$ cat src/hdl/ascii_integer_parser_unit_macros.svh
`ifndef ASCII_INTEGER_PARSER_UNIT_MACROS_SVH
`define ASCII_INTEGER_PARSER_UNIT_MACROS_SVH

// Checks a condition that must hold in the same cycle as its trigger.
`define AIP_ASSERT_SAME(label, pre, post) \
  label: assert property (@(posedge clk) disable iff (!rst_n) (pre) |-> (post)) \
    else $error("ascii_integer_parser_unit: same-cycle check failed");

// Checks a condition that must hold in the cycle after its trigger.
`define AIP_ASSERT_NEXT(label, pre, post) \
  label: assert property (@(posedge clk) disable iff (!rst_n) (pre) |=> (post)) \
    else $error("ascii_integer_parser_unit: next-cycle check failed");

`endif

$ cat src/hdl/aip_pkg.sv
package aip_pkg;

  // Field widths of the channels.
  localparam int CHAR_W      = 8;
  localparam int VALUE_W     = 64;
  localparam int STOP_W      = 16;
  localparam int RADIX_W     = 6;
  localparam int CFG_INDEX_W = 4;
  localparam int CFG_DATA_W  = 8;

  // Default saturation point of the position counter.
  localparam int unsigned POSITION_MAX_DEFAULT = 32'd65535;

  // Configuration register indexes.
  localparam logic [CFG_INDEX_W-1:0] CFG_SIGNED_MODE = 4'd0;
  localparam logic [CFG_INDEX_W-1:0] CFG_RADIX       = 4'd1;

  // Fixed bases used by prefix detection.
  localparam logic [RADIX_W-1:0] BASE_OCT = 6'd8;
  localparam logic [RADIX_W-1:0] BASE_DEC = 6'd10;
  localparam logic [RADIX_W-1:0] BASE_HEX = 6'd16;

  // Clamp limits of the two parse modes.
  localparam logic [VALUE_W-1:0] LIM_UMAX = 64'hFFFF_FFFF_FFFF_FFFF;
  localparam logic [VALUE_W-1:0] LIM_SMAX = 64'h7FFF_FFFF_FFFF_FFFF;
  localparam logic [VALUE_W-1:0] LIM_SMIN = 64'h8000_0000_0000_0000;

  // Depth of the queue between front and back.
  localparam int QUEUE_DEPTH = 2;
  localparam int QUEUE_PTR_W = (QUEUE_DEPTH > 1) ? $clog2(QUEUE_DEPTH) : 1;
  localparam int QUEUE_CNT_W = $clog2(QUEUE_DEPTH + 1);

  // Classification of one character, as the front hands it to the back.
  typedef struct packed {
    logic               is_nul;
    logic               is_space;
    logic               is_sign;
    logic               is_minus;
    logic               is_zero;
    logic               is_x;
    logic               digit_ok;
    logic [RADIX_W-1:0] digit;
  } char_class_t;

  // Fill status of the queue.
  typedef struct packed {
    logic                   full;
    logic                   empty;
    logic [QUEUE_CNT_W-1:0] count;
  } queue_status_t;

endpackage

$ cat src/hdl/aip_channels.sv
// Input channel: one character per beat.
interface aip_in_if;
  logic                         valid;
  logic                         ready;
  logic [aip_pkg::CHAR_W-1:0]   character;

  modport source (output valid, output character, input ready);
  modport sink   (input valid, input character, output ready);
endinterface

// Result channel: one parsed integer per beat.
interface aip_out_if;
  logic                         valid;
  logic                         ready;
  logic [aip_pkg::VALUE_W-1:0]  value;
  logic [aip_pkg::STOP_W-1:0]   stop_position;
  logic                         saturated;

  modport source (output valid, output value, output stop_position, output saturated,
                  input ready);
  modport sink   (input valid, input value, input stop_position, input saturated,
                  output ready);
endinterface

// Configuration write channel.
interface aip_cfg_if;
  logic                             valid;
  logic                             ready;
  logic [aip_pkg::CFG_INDEX_W-1:0]  index;
  logic [aip_pkg::CFG_DATA_W-1:0]   data;

  modport source (output valid, output index, output data, input ready);
  modport sink   (input valid, input index, input data, output ready);
endinterface

$ cat src/hdl/ascii_integer_parser_unit.sv
// Streaming ASCII-to-integer parser. Each input beat carries one byte of a string; a NUL byte
// ends the string. One result beat comes out per string, when parsing stops at the NUL, at a
// byte that is not a valid digit for the base, or on overflow, which clamps the value and sets
// saturated. Bytes after a stop are dropped through the NUL. The unit sustains one character
// per clock while no result waits: the front classifies a byte in the cycle it is taken and
// writes it into a two-entry queue, and the back consumes one queued byte per cycle, doing the
// 64-by-6-bit multiply-accumulate and overflow compare in that cycle. A result becomes valid
// at the edge at which its stopping byte leaves the queue and loads the output register. The
// back holds only while an earlier result waits in the output register; the input stalls once
// both queue entries are occupied. Write signed_mode and radix between beats only while no
// byte or result is in flight; radix is sampled at the start of each string's base detection.
`include "ascii_integer_parser_unit_macros.svh"

module ascii_integer_parser_unit #(
  parameter int unsigned POSITION_MAX = aip_pkg::POSITION_MAX_DEFAULT
) (
  input  logic      clk,
  input  logic      rst_n,
  aip_in_if.sink    in_ch,
  aip_out_if.source out_ch,
  aip_cfg_if.sink   cfg_ch
);

  logic                          signed_mode_r;
  logic [aip_pkg::RADIX_W-1:0]   radix_r;
  logic                          push;
  logic                          pop;
  aip_pkg::char_class_t          cls_in;
  aip_pkg::char_class_t          cls_out;
  aip_pkg::queue_status_t        q_stat;
  logic                          sat_result_ok;

  // Configuration registers; writes are always taken.
  assign cfg_ch.ready = 1'b1;

  always_ff @(posedge clk) begin
    if (!rst_n) begin
      signed_mode_r <= 1'b0;
      radix_r       <= '0;
    end else if (cfg_ch.valid) begin
      case (cfg_ch.index)
        aip_pkg::CFG_SIGNED_MODE: signed_mode_r <= cfg_ch.data[0];
        aip_pkg::CFG_RADIX:       radix_r <= cfg_ch.data[aip_pkg::RADIX_W-1:0];
        default: ;
      endcase
    end
  end

  // Front: take and classify characters.
  aip_front u_front (
    .in_ch  (in_ch),
    .q_full (q_stat.full),
    .push   (push),
    .cls    (cls_in)
  );

  // Queue between front and back.
  aip_queue u_queue (
    .clk   (clk),
    .rst_n (rst_n),
    .push  (push),
    .din   (cls_in),
    .pop   (pop),
    .dout  (cls_out),
    .stat  (q_stat)
  );

  // Back: phase machine, accumulator and result register.
  aip_back #(
    .POSITION_MAX (POSITION_MAX)
  ) u_back (
    .clk         (clk),
    .rst_n       (rst_n),
    .signed_mode (signed_mode_r),
    .radix       (radix_r),
    .item        (cls_out),
    .q_empty     (q_stat.empty),
    .pop         (pop),
    .out_ch      (out_ch)
  );

  // A clamped result carries one of the mode limits and a zero stop position.
  assign sat_result_ok = (out_ch.stop_position == '0) &&
                         ((out_ch.value == aip_pkg::LIM_UMAX) ||
                          (out_ch.value == aip_pkg::LIM_SMAX) ||
                          (out_ch.value == aip_pkg::LIM_SMIN));

  // A full queue must stall the input side.
  `AIP_ASSERT_SAME(a_full_stalls_input, q_stat.full, !in_ch.ready)

  // A beat written without a read grows the queue by exactly one entry.
  `AIP_ASSERT_NEXT(a_queue_grows, push && !pop, q_stat.count == $past(q_stat.count) + 1'b1)

  // Saturated results are well formed.
  `AIP_ASSERT_SAME(a_sat_is_limit, out_ch.valid && out_ch.saturated, sat_result_ok)

endmodule

$ cat src/hdl/aip_front.sv
module aip_front (
  aip_in_if.sink               in_ch,
  input  logic                 q_full,
  output logic                 push,
  output aip_pkg::char_class_t cls
);

  localparam int CHAR_W = aip_pkg::CHAR_W;
  localparam int RADIX_W = aip_pkg::RADIX_W;

  // Character codes recognized by the classifier.
  localparam logic [CHAR_W-1:0] CH_NUL   = 8'h00;
  localparam logic [CHAR_W-1:0] CH_TAB   = 8'h09;
  localparam logic [CHAR_W-1:0] CH_CR    = 8'h0D;
  localparam logic [CHAR_W-1:0] CH_SPACE = 8'h20;
  localparam logic [CHAR_W-1:0] CH_PLUS  = 8'h2B;
  localparam logic [CHAR_W-1:0] CH_MINUS = 8'h2D;
  localparam logic [CHAR_W-1:0] CH_0     = 8'h30;
  localparam logic [CHAR_W-1:0] CH_9     = 8'h39;
  localparam logic [CHAR_W-1:0] CH_UA    = 8'h41;
  localparam logic [CHAR_W-1:0] CH_UX    = 8'h58;
  localparam logic [CHAR_W-1:0] CH_UZ    = 8'h5A;
  localparam logic [CHAR_W-1:0] CH_LA    = 8'h61;
  localparam logic [CHAR_W-1:0] CH_LX    = 8'h78;
  localparam logic [CHAR_W-1:0] CH_LZ    = 8'h7A;

  logic [CHAR_W-1:0] c;

  // A beat is taken whenever the queue has room.
  assign in_ch.ready = !q_full;
  assign push        = in_ch.valid && !q_full;
  assign c           = in_ch.character;

  // Classify the character and work out its digit value.
  always_comb begin
    cls          = '0;
    cls.is_nul   = (c == CH_NUL);
    cls.is_space = (c inside {[CH_TAB:CH_CR]}) || (c == CH_SPACE);
    cls.is_sign  = (c == CH_PLUS) || (c == CH_MINUS);
    cls.is_minus = (c == CH_MINUS);
    cls.is_zero  = (c == CH_0);
    cls.is_x     = (c == CH_LX) || (c == CH_UX);
    if (c inside {[CH_0:CH_9]}) begin
      cls.digit_ok = 1'b1;
      cls.digit    = RADIX_W'(c - CH_0);
    end else if (c inside {[CH_LA:CH_LZ]}) begin
      cls.digit_ok = 1'b1;
      cls.digit    = RADIX_W'(c - CH_LA + 8'd10);
    end else if (c inside {[CH_UA:CH_UZ]}) begin
      cls.digit_ok = 1'b1;
      cls.digit    = RADIX_W'(c - CH_UA + 8'd10);
    end
  end

endmodule

$ cat src/hdl/aip_queue.sv
module aip_queue (
  input  logic                   clk,
  input  logic                   rst_n,
  input  logic                   push,
  input  aip_pkg::char_class_t   din,
  input  logic                   pop,
  output aip_pkg::char_class_t   dout,
  output aip_pkg::queue_status_t stat
);

  localparam int DEPTH = aip_pkg::QUEUE_DEPTH;
  localparam int PTR_W = aip_pkg::QUEUE_PTR_W;
  localparam int CNT_W = aip_pkg::QUEUE_CNT_W;

  aip_pkg::char_class_t mem_r [DEPTH];
  logic [PTR_W-1:0] wr_ptr_r;
  logic [PTR_W-1:0] rd_ptr_r;
  logic [CNT_W-1:0] count_r;
  logic [PTR_W-1:0] wr_ptr_nxt;
  logic [PTR_W-1:0] rd_ptr_nxt;

  // Pointers wrap at the last entry.
  assign wr_ptr_nxt = (wr_ptr_r == PTR_W'(DEPTH - 1)) ? '0 : wr_ptr_r + 1'b1;
  assign rd_ptr_nxt = (rd_ptr_r == PTR_W'(DEPTH - 1)) ? '0 : rd_ptr_r + 1'b1;

  assign dout       = mem_r[rd_ptr_r];
  assign stat.full  = (count_r == CNT_W'(DEPTH));
  assign stat.empty = (count_r == '0);
  assign stat.count = count_r;

  // Entry storage; writes only land while there is room.
  always_ff @(posedge clk) begin
    if (push && !stat.full) begin
      mem_r[wr_ptr_r] <= din;
    end
  end

  // Pointer and fill tracking.
  always_ff @(posedge clk) begin
    if (!rst_n) begin
      wr_ptr_r <= '0;
      rd_ptr_r <= '0;
      count_r  <= '0;
    end else begin
      if (push && !stat.full) begin
        wr_ptr_r <= wr_ptr_nxt;
      end
      if (pop && !stat.empty) begin
        rd_ptr_r <= rd_ptr_nxt;
      end
      if ((push && !stat.full) && !(pop && !stat.empty)) begin
        count_r <= count_r + 1'b1;
      end else if (!(push && !stat.full) && (pop && !stat.empty)) begin
        count_r <= count_r - 1'b1;
      end
    end
  end

endmodule

$ cat src/hdl/aip_back.sv
module aip_back #(
  parameter int unsigned POSITION_MAX = aip_pkg::POSITION_MAX_DEFAULT
) (
  input  logic                        clk,
  input  logic                        rst_n,
  input  logic                        signed_mode,
  input  logic [aip_pkg::RADIX_W-1:0] radix,
  input  aip_pkg::char_class_t        item,
  input  logic                        q_empty,
  output logic                        pop,
  aip_out_if.source                   out_ch
);

  localparam int VALUE_W = aip_pkg::VALUE_W;
  localparam int STOP_W  = aip_pkg::STOP_W;
  localparam int RADIX_W = aip_pkg::RADIX_W;
  localparam int PROD_W  = VALUE_W + RADIX_W;
  localparam int POS_W   = $clog2(64'(POSITION_MAX) + 64'd1);

  typedef enum logic [2:0] {
    PH_LEAD    = 3'd0,
    PH_SIGN    = 3'd1,
    PH_BASE    = 3'd2,
    PH_AFTER0  = 3'd3,
    PH_WS      = 3'd4,
    PH_DIGIT   = 3'd5,
    PH_DISCARD = 3'd6
  } phase_t;

  phase_t             phase_r;
  logic [VALUE_W-1:0] acc_r;
  logic               neg_r;
  logic [RADIX_W-1:0] base_r;
  logic [POS_W-1:0]   pos_r;
  logic               out_valid_r;
  logic [VALUE_W-1:0] out_value_r;
  logic [STOP_W-1:0]  out_stop_r;
  logic               out_sat_r;

  phase_t             phase_nxt;
  logic [VALUE_W-1:0] acc_nxt;
  logic               neg_nxt;
  logic [RADIX_W-1:0] base_nxt;
  logic               step;
  logic               done;
  logic               restart;
  logic               emit;
  logic [VALUE_W-1:0] emit_value;
  logic [STOP_W-1:0]  emit_stop;
  logic               emit_sat;
  phase_t             after_base;
  logic [VALUE_W-1:0] lim;
  logic [PROD_W-1:0]  mac;

  // The back takes one beat from the queue whenever the output register is free.
  assign step = !q_empty && (!out_valid_r || out_ch.ready);
  assign pop  = step;

  assign out_ch.valid         = out_valid_r;
  assign out_ch.value         = out_value_r;
  assign out_ch.stop_position = out_stop_r;
  assign out_ch.saturated     = out_sat_r;

  // Walk the phases that one character passes through, then run the digit step.
  always_comb begin
    phase_nxt  = phase_r;
    acc_nxt    = acc_r;
    neg_nxt    = neg_r;
    base_nxt   = base_r;
    done       = 1'b0;
    restart    = 1'b0;
    emit       = 1'b0;
    emit_value = '0;
    emit_stop  = '0;
    emit_sat   = 1'b0;
    mac        = '0;
    after_base = signed_mode ? PH_DIGIT : PH_WS;
    if (!signed_mode) begin
      lim = aip_pkg::LIM_UMAX;
    end else if (neg_r) begin
      lim = aip_pkg::LIM_SMIN;
    end else begin
      lim = aip_pkg::LIM_SMAX;
    end

    // Leading whitespace is skipped in signed mode only.
    if (phase_nxt == PH_LEAD) begin
      if (signed_mode && item.is_space) begin
        done = 1'b1;
      end else begin
        phase_nxt = PH_SIGN;
      end
    end

    // A sign is consumed; only signed mode honors the minus.
    if (!done && phase_nxt == PH_SIGN) begin
      phase_nxt = PH_BASE;
      if (item.is_sign) begin
        if (signed_mode && item.is_minus) begin
          neg_nxt = 1'b1;
        end
        done = 1'b1;
      end
    end

    // Base selection: explicit radix, or a leading zero starts prefix detection.
    if (!done && phase_nxt == PH_BASE) begin
      if (radix != '0) begin
        base_nxt  = radix;
        phase_nxt = after_base;
      end else if (item.is_zero) begin
        phase_nxt = PH_AFTER0;
        done      = 1'b1;
      end else begin
        base_nxt  = aip_pkg::BASE_DEC;
        phase_nxt = after_base;
      end
    end

    // After a leading zero, an x selects hex and anything else octal.
    if (!done && phase_nxt == PH_AFTER0) begin
      phase_nxt = after_base;
      if (item.is_x) begin
        base_nxt = aip_pkg::BASE_HEX;
        done     = 1'b1;
      end else begin
        base_nxt = aip_pkg::BASE_OCT;
      end
    end

    // Whitespace between prefix and digits, unsigned mode only.
    if (!done && phase_nxt == PH_WS) begin
      if (item.is_space) begin
        done = 1'b1;
      end else begin
        phase_nxt = PH_DIGIT;
      end
    end

    // Digit step: stop on end of string, a bad digit or overflow, else multiply-accumulate.
    if (!done && phase_nxt == PH_DIGIT) begin
      done = 1'b1;
      if (item.is_nul) begin
        emit       = 1'b1;
        emit_value = neg_r ? (VALUE_W'(0) - acc_r) : acc_r;
        emit_stop  = STOP_W'(pos_r);
        restart    = 1'b1;
      end else if (!item.digit_ok || (item.digit >= base_nxt)) begin
        emit       = 1'b1;
        emit_value = neg_r ? (VALUE_W'(0) - acc_r) : acc_r;
        emit_stop  = STOP_W'(pos_r);
        phase_nxt  = PH_DISCARD;
      end else begin
        mac = PROD_W'(acc_r) * PROD_W'(base_nxt) + PROD_W'(item.digit);
        if (mac > PROD_W'(lim)) begin
          emit       = 1'b1;
          emit_value = (signed_mode && neg_r) ? (VALUE_W'(0) - lim) : lim;
          emit_stop  = '0;
          emit_sat   = 1'b1;
          phase_nxt  = PH_DISCARD;
        end else begin
          acc_nxt = mac[VALUE_W-1:0];
        end
      end
    end

    // Discard up to and including the end of string.
    if (!done) begin
      if (item.is_nul) begin
        restart = 1'b1;
      end else begin
        phase_nxt = PH_DISCARD;
      end
    end
  end

  // Parser state and the output register.
  always_ff @(posedge clk) begin
    if (!rst_n) begin
      phase_r     <= PH_LEAD;
      acc_r       <= '0;
      neg_r       <= 1'b0;
      base_r      <= '0;
      pos_r       <= '0;
      out_valid_r <= 1'b0;
    end else begin
      // A new result loads the register; otherwise a taken result empties it.
      if (step && emit) begin
        out_valid_r <= 1'b1;
      end else if (out_ch.ready) begin
        out_valid_r <= 1'b0;
      end
      if (step) begin
        if (restart) begin
          phase_r <= PH_LEAD;
          acc_r   <= '0;
          neg_r   <= 1'b0;
          base_r  <= '0;
          pos_r   <= '0;
        end else begin
          phase_r <= phase_nxt;
          acc_r   <= acc_nxt;
          neg_r   <= neg_nxt;
          base_r  <= base_nxt;
          if (pos_r < POS_W'(POSITION_MAX)) begin
            pos_r <= pos_r + 1'b1;
          end
        end
        if (emit) begin
          out_value_r <= emit_value;
          out_stop_r  <= emit_stop;
          out_sat_r   <= emit_sat;
        end
      end
    end
  end

endmodule
$ cat src/flat_wrapper.sv
// flat-port wrapper written by rule: the top's interface ports become plain ports
module ascii_integer_parser_unit_flat 
#(
  parameter int unsigned POSITION_MAX = aip_pkg::POSITION_MAX_DEFAULT
)
  (clk, rst_n, in_ch_valid, in_ch_character, in_ch_ready, out_ch_valid, out_ch_value, out_ch_stop_position, out_ch_saturated, out_ch_ready, cfg_ch_valid, cfg_ch_index, cfg_ch_data, cfg_ch_ready);
  aip_in_if in_ch_i ();
  aip_out_if out_ch_i ();
  aip_cfg_if cfg_ch_i ();
  input  logic clk;
  input  logic rst_n;
  input wire logic [$bits(in_ch_i.valid)-1:0] in_ch_valid;
  input wire logic [$bits(in_ch_i.character)-1:0] in_ch_character;
  output wire logic [$bits(in_ch_i.ready)-1:0] in_ch_ready;
  output wire logic [$bits(out_ch_i.valid)-1:0] out_ch_valid;
  output wire logic [$bits(out_ch_i.value)-1:0] out_ch_value;
  output wire logic [$bits(out_ch_i.stop_position)-1:0] out_ch_stop_position;
  output wire logic [$bits(out_ch_i.saturated)-1:0] out_ch_saturated;
  input wire logic [$bits(out_ch_i.ready)-1:0] out_ch_ready;
  input wire logic [$bits(cfg_ch_i.valid)-1:0] cfg_ch_valid;
  input wire logic [$bits(cfg_ch_i.index)-1:0] cfg_ch_index;
  input wire logic [$bits(cfg_ch_i.data)-1:0] cfg_ch_data;
  output wire logic [$bits(cfg_ch_i.ready)-1:0] cfg_ch_ready;
  assign in_ch_i.valid = in_ch_valid;
  assign in_ch_i.character = in_ch_character;
  assign in_ch_ready = in_ch_i.ready;
  assign out_ch_valid = out_ch_i.valid;
  assign out_ch_value = out_ch_i.value;
  assign out_ch_stop_position = out_ch_i.stop_position;
  assign out_ch_saturated = out_ch_i.saturated;
  assign out_ch_i.ready = out_ch_ready;
  assign cfg_ch_i.valid = cfg_ch_valid;
  assign cfg_ch_i.index = cfg_ch_index;
  assign cfg_ch_i.data = cfg_ch_data;
  assign cfg_ch_ready = cfg_ch_i.ready;
  ascii_integer_parser_unit #(.POSITION_MAX(POSITION_MAX)) u_core (.clk(clk), .rst_n(rst_n), .in_ch(in_ch_i), .out_ch(out_ch_i), .cfg_ch(cfg_ch_i));
endmodule
$ cat config.mk
export PLATFORM = sky130hd
export DESIGN_NAME = ascii_integer_parser_unit_flat
export DESIGN_NICKNAME = d
export VERILOG_FILES = /design/src/hdl/aip_pkg.sv /design/src/hdl/aip_channels.sv /design/src/hdl/ascii_integer_parser_unit.sv /design/src/hdl/aip_front.sv /design/src/hdl/aip_queue.sv /design/src/hdl/aip_back.sv /design/src/flat_wrapper.sv
export VERILOG_INCLUDE_DIRS = /design/src /design/src/hdl
export SDC_FILE = /design/constraint.sdc
export NUM_CORES = 1
export LEC_CHECK = 0
export BUFFER_PORTS_ARGS = -buffer_cell sky130_fd_sc_hd__buf_2
export CAP_MARGIN = 20
export CORE_MARGIN = 2
export CORE_UTILIZATION = 40
export DETAILED_ROUTE_END_ITERATION = 8
export PLACE_DENSITY_LB_ADDON = 0.05
export SLEW_MARGIN = 25
export SYNTH_ARGS = -nofsm -noshare
export SYNTH_HDL_FRONTEND = slang
export SYNTH_SLANG_ARGS = --single-unit
$ cat constraint.sdc
create_clock -name clk -period 29.3 [get_ports clk]
set_input_delay 1.465 -clock clk [delete_from_list [all_inputs] [get_ports clk]]
set_output_delay 1.465 -clock clk [all_outputs]
set_load 0.05 [all_outputs]
==> out/metrics.cfg, run 1 <==
[outcome]
status=finished, final reports clean

[timing]
tightest_slew_ns=0.9713
fin_crit_sh=0.4290
hold_viol_final=0
min_period_ns=12.57
setup_ws_ns=16.73
fin_tns_setup_ns=0
rsz0062_at_grt=false
slew-limit-headroom=0.3440
finalSetupViolCount=0
clock_skew_ns=0.02897
max_freq_ghz=0.07956
final_max_slew_viol_count=0

[critical_path]
crit_fanout=36
worst-path-buf-inv=9
critPathSlowestCell=dfxtp_1
path_delay_family=compound AO/OA/AOI/OAI gates
endpoint_kind=flip-flop
cp.arrival_ns=13.08
crit_path_max_incr_delay_ns=0.80
cp-start-kind=flip-flop
crit_path_frequent_cell=inv_1
cp.required_ns=29.81
critPathKind=flip-flop to flip-flop

[synth]
ys_ff_latch=210
syn_avg_cell_area_um2=8.761
ys_warn_count=0
synthMuxAreaShare=0.03646
netlist_instances=2879
synth_cell_types=78
synthSimpleGateAreaFrac=0.2089
synth-edff-count=107
syn_area_um2=25220
synth-xor-area-share=0.04757
ys_dominant_reg_cell=edfxtp_1
yosysSeqAreaShare=0.2091
synth_top_family_by_area=adder cells
synthAdderAreaFrac=0.3136
async_flop_share=0
synth_compound_area_frac=0.1241
synth_nets=3385

[clock_tree]
cts_buffers=30
clk_pin_slew_ns=0.06
clk_latency_ns=0.60
clock_path_buffers=3
cts_setup_buffers=0
post_cts_resize_count=0
cts_num_sinks=210
holdBufCountCts=0
htree_levels=1
cts-root-buf=clkbuf_16
cts_tree=built

[cells_and_area]
nets=3354
fillers=6208
multi_input_area_um2=18510
final_cell_mix=420 x nand2_1, 254 x and2_1, 252 x fa_1, 229 x ha_1, 207 x inv_1
n_antenna_cell=0
instances_no_fill=3718
drive_above_1_share=0.07486
syn_to_final_growth_pct=8.388
final_util=0.4358
seqCellArea_um2=5276
mostFrequentLayoutCell=nand2_1

[power_and_ir_drop]
p_clk_frac=0.342
p_int_w=0.0006322
seqPwrFrac=0.333
p_per_area_nw_per_um2=39.11
sw_frac_of_total=0.4088
leakagePower_nw=12.74
combPwrFrac=0.325
switching_power_w=0.0004371
fin_total_pwr_w=0.001069
vdd_drop_max_mv=0.07091

[drt]
wl_mm=69.83
drt_first_pass_iters=6
antenna_left=0
drc_errors=0
wire_per_inst_um=18.78
routed-wl-met2_mm=32.93
drt-met1-wl_mm=32.92
highest_layer=met4
dr_total_vias=20110
drt_iter0_markers=935
vias_per_cell=5.409
route.met3.wl_mm=2.119

[die]
rows=92
die_y_um=255.1
io_pins=109
core_area_um2=62740
die_area_um2=65080
dieWidth_um=255.1
start_util=0.4021

[grt]
grt_pass1_vias=20700
grt_max_degree=93
overflow=0
grt_pass1_wl_mm=114.3
grt_usage=0.2200
antenna_found_initial=0

[placed_design]
place_hpwl_mm=52.43
place.gp.congestion=0.8808
dpl.cell_count=3661
pre_cts_slack_ns=16.49
port_buffers=105

[run]
maxCapViolations=0

[hold_path]
hold_start=u_core.u_queue.count_r[1]
worstHoldPathType=flip-flop to flip-flop

## layout make-up
class / count / share of cell area
clock inverter: 17 / 0.006270
tap: 846 / 0.03872
inverter: 208 / 0.02856
clock buffer: 39 / 0.02979
sequential: 210 / 0.1930
timing repair buffer: 127 / 0.02673
multi-input combinational: 2271 / 0.6769
## synth_stat cells (94+ instances only)
master	n	area share
a21oi_1	139	0.028
and2_1	255	0.063
clkbuf_1	167	0.025
dfxtp_1	103	0.082
edfxtp_1	107	0.13
fa_1	252	0.20
ha_1	229	0.11
inv_1	208	0.031
nand2_1	420	0.063
nor2_1	111	0.017
o21ai_0	158	0.031
xor2_1	94	0.033
## through the flow
step | hold slack [ns] | cell area [um2]
floorplan | 0.4771 | 25220
global placement | 0.4939 | 26300
detailed placement | 0.5012 | 26330
CTS | 0.5169 | 27310
global route | 0.5469 | 27340
finish | 0.5096 | 27340
## sequential cells by signal, indices dropped and copies added, names as in the netlist, named ones only
name and flops:
u_core.u_queue.count_r 2, u_core.signed_mode_r 1, u_core.u_back.base_r 6, u_core.u_back.out_ch.stop_position 16, u_core.u_back.out_ch.value 64, u_core.u_back.out_ch.saturated 1
u_core.u_queue.rd_ptr_r 1, u_core.u_queue.mem_r 26, u_core.u_back.out_ch.valid 1, u_core.u_back.neg_r 1, u_core.radix_r 6, u_core.u_back.pos_r 16
u_core.u_queue.wr_ptr_r 1, u_core.u_back.acc_r 64, u_core.u_back.phase_r 3
## routing by layer
layer | up-vias | GRT usage
li1 | 9687 | -
met4 | 0 | 0.05581
met1 | 10000 | 0.3038
met3 | 78 | 0.02187
met5 | - | 0
met2 | 342 | 0.3696
## kinds of logic after synthesis
group           Yosys count
compound gates          504
xor+xnor                137
fa+ha+maj               481
buf+inv                 398
flops                   210
mux                      91
other cells               1
simple gates           1057
## final timing paths
kind	end	slack, ns	depth (start not counted)
setup / recovery	u_core.u_back.acc_r[24]	16.73	39
hold reg to reg	u_core.u_queue.count_r[1]	0.51	2
setup reg to reg	u_core.u_back.acc_r[24]	16.73	39
hold / removal	u_core.u_queue.count_r[1]	0.51	2
## worst reg2reg max path, delay by kind of cell (launching register included)
family	cells	cell delay (ns)
fa+ha+maj	6	2.28
simple gates	9	2.35
buf+inv	9	2.39
flops	1	0.80
mux	2	0.77
compound gates	13	3.89
## power groups by stage
| stage | Sequential (W) | Combinational [W] | Clock, W |
|---|---|---|---|
| 6_report | 0.000356 | 0.000348 | 0.000365 |
| 5_1_grt | 0.000360 | 0.000379 | 0.000387 |
| 4_1_cts | 0.000356 | 0.000351 | 0.000379 |
| 3_5_place_dp | 0.000362 | 0.000351 | 0 |
| 3_3_place_gp | 0.000362 | 0.000345 | 0 |
| 2_1_floorplan | 0.000409 | 0.000188 | 0 |
Power figures use the tool's default switching activity.
==> run 2: changes to the inputs <==
ABC_AREA = 1   (was unset)
clock period = 12.8 ns   (was 29.3 ns; I/O delays follow)
==> run 2 against run 1 <==
  * Critical endpoint is now u_core.u_back.out_ch.value[17]
  * Largest cell class unchanged
  * Design area rose by 2.7%
  * Fmax rose by 12%
  * Die area rose by 2.8%
  * Clock power rose by 130%
  * Global-route usage rose by 3.7 points
  * First-iteration DRC count rose by 82%
==> out/metrics.cfg, run 2 <==
[outcome]
status=finished, final reports clean

[clock_tree]
clock_path_buffers=3
cts_num_sinks=210
clk_latency_ns=0.60
cts_tree=built
cts-root-buf=clkbuf_16
htree_levels=1
cts_setup_buffers=0
holdBufCountCts=0
cts_buffers=27
clk_pin_slew_ns=0.06
post_cts_resize_count=0

[critical_path]
endpoint_kind=flip-flop
crit_path_max_incr_delay_ns=0.73
cp.required_ns=13.10
crit_fanout=68
critPathSlowestCell=dfxtp_1
crit_path_frequent_cell=nand2_1
r2r_cells=44
cp-start-kind=flip-flop
critPathKind=flip-flop to flip-flop
cp.arrival_ns=11.53

[cells_and_area]
instances_no_fill=4389
syn_to_final_growth_pct=8.236
n_antenna_cell=0
drive_above_1_share=0.07668
final_cell_mix=687 x nand2_1, 478 x nor2_1, 436 x inv_1, 336 x a21oi_1, 252 x fa_1
fillers=6757
nets=4019
final_util=0.4370
mostFrequentLayoutCell=nand2_1

[power_and_ir_drop]
switching_power_w=0.001190
leakagePower_nw=13.69
sw_frac_of_total=0.4477
fin_total_pwr_w=0.002658
seqPwrFrac=0.295
p_clk_frac=0.313
p_int_w=0.001468
p_per_area_nw_per_um2=94.71
combPwrFrac=0.391
vdd_drop_max_mv=0.1016

[grt]
grt_max_degree=85
antenna_found_initial=2
grt_pass1_wl_mm=135.7
grt_pass1_vias=23690
grt_usage=0.2574
overflow=0

[drt]
antenna_left=0
wl_mm=85.15
vias_per_cell=5.349
drt_iter0_markers=1699
drc_errors=0
drt_first_pass_iters=5
dr_total_vias=23480
wire_per_inst_um=19.40

[synth]
synth_nets=3994
syn_area_um2=25930
synthTopCellsByArea=fa_1 19%, edfxtp_1 12%, ha_1 11%
ys_warn_count=0
netlist_instances=3488
yosysSeqAreaShare=0.2034
syn_avg_cell_area_um2=7.435
ys_ff_latch=210
async_flop_share=0
synth_cell_types=64
yosysMostFrequentCell=nand2_1
synth_largest_area_cell=fa_1
ys_dominant_reg_cell=edfxtp_1
synthTopCellsByCount=689 x nand2_1, 479 x nor2_1, 439 x inv_1, 336 x a21oi_1, 252 x fa_1
synth-edff-count=107
synth_top_cell_area_share=0.1945

[timing]
rsz0062_at_grt=false
fin_crit_sh=0.8774
fin_tns_setup_ns=0
tightest_slew_ns=0.9375
slew-limit-headroom=0.3684
min_period_ns=11.23
clock_skew_ns=0.01293
hold_viol_final=0
final_max_slew_viol_count=0
setup_ws_ns=1.570
max_freq_ghz=0.08905
finalSetupViolCount=0

[run]
maxCapViolations=0

[placed_design]
pre_cts_slack_ns=1.681
place_hpwl_mm=68.96
dpl.cell_count=4339
place.gp.congestion=0.9575
port_buffers=105

[die]
start_util=0.4038
io_pins=109
rows=93
core_area_um2=64230
dieWidth_um=258.6
die_area_um2=66890
die_y_um=258.6

[hold_path]
worstHoldPathType=input pin to flip-flop
min_path_cells=4

run 2: cell types whose count changed after synthesis, moves of 44 or more:
| cell | change |
|---|---|
| inv_1 | +231 |
| nand3_1 | +180 |
| nor2_1 | +368 |
| nand2_1 | +269 |
| clkbuf_1 | -83 |
| xor2_1 | -44 |
| a21oi_1 | +197 |
| o21ai_0 | -54 |
| and2_1 | -254 |
| mux2i_1 | -82 |
run 2: logic make-up after synthesis:
kind of cell,share of synthesized area
simple gates,0.2565
buf+inv,0.09418
compound gates,0.1137
fa+ha+maj,0.3050
flops,0.2034
xor+xnor,0.02634
mux,0.0007720
other cells,0.0001446
run 2: path summary, 6_finish.rpt:
| check | start | end | slack [ns] |
|---|---|---|---|
| setup / recovery | flip-flop | u_core.u_back.out_ch.value[17] | 1.57 |
| hold reg to reg | u_core.u_queue.rd_ptr_r | flip-flop | 0.46 |
| hold / removal | out_ch_ready | u_core.u_back.out_ch.valid | 0.33 |
| setup reg to reg | flip-flop | u_core.u_back.out_ch.value[17] | 1.57 |
run 2: layout make-up:
type | count | area [um2] | area share
Sequential cell | 210 | 5276 | 0.1880
Inverter | 471 | 1772 | 0.06312
Tap cell | 855 | 1070 | 0.03811
Clock inverter | 17 | 235.2 | 0.008380
Multi-Input combinational cell | 2667 | 18240 | 0.6497
Clock buffer | 33 | 708.2 | 0.02523
Timing Repair Buffer | 136 | 770.7 | 0.02746
run 2: power groups by stage:
stage / sequential [W] / combinational [W] / clock, W
2_1_floorplan: 0.000835 / 0.000649 / 0
3_3_place_gp: 0.000799 / 0.00103 / 0
3_5_place_dp: 0.000799 / 0.00104 / 0
4_1_cts: 0.000785 / 0.00104 / 0.000854
5_1_grt: 0.000790 / 0.00113 / 0.000877
6_report: 0.000785 / 0.00104 / 0.000833
run 2: layer usage:
| metal | vias up | global-route usage | routed length, um |
|---|---|---|---|
| met5 | - | 0 | 13 |
| met4 | 2 | 0.04897 | 1421 |
| met3 | 89 | 0.05145 | 6926 |
| met2 | 675 | 0.3836 | 35720 |
| met1 | 11390 | 0.3860 | 41070 |
| li1 | 11330 | - | - |
run 2: metrics by stage:
stage | area (um2) | hold slack, ns
2_1_floorplan | 25930 | 0.4255
3_3_place_gp | 27130 | 0.4345
3_5_place_dp | 27130 | 0.4464
4_1_cts | 28070 | 0.3007
5_1_grt | 28070 | 0.3220
6_report | 28070 | 0.3315
run 2: worst max-delay path, delay by kind of cell, from the launching register on:
family,cells,cell delay [ns]
flops,1,0.73
buf+inv,11,2.74
compound gates,6,1.78
fa+ha+maj,6,2.51
xor+xnor,1,0.19
simple gates,20,2.88
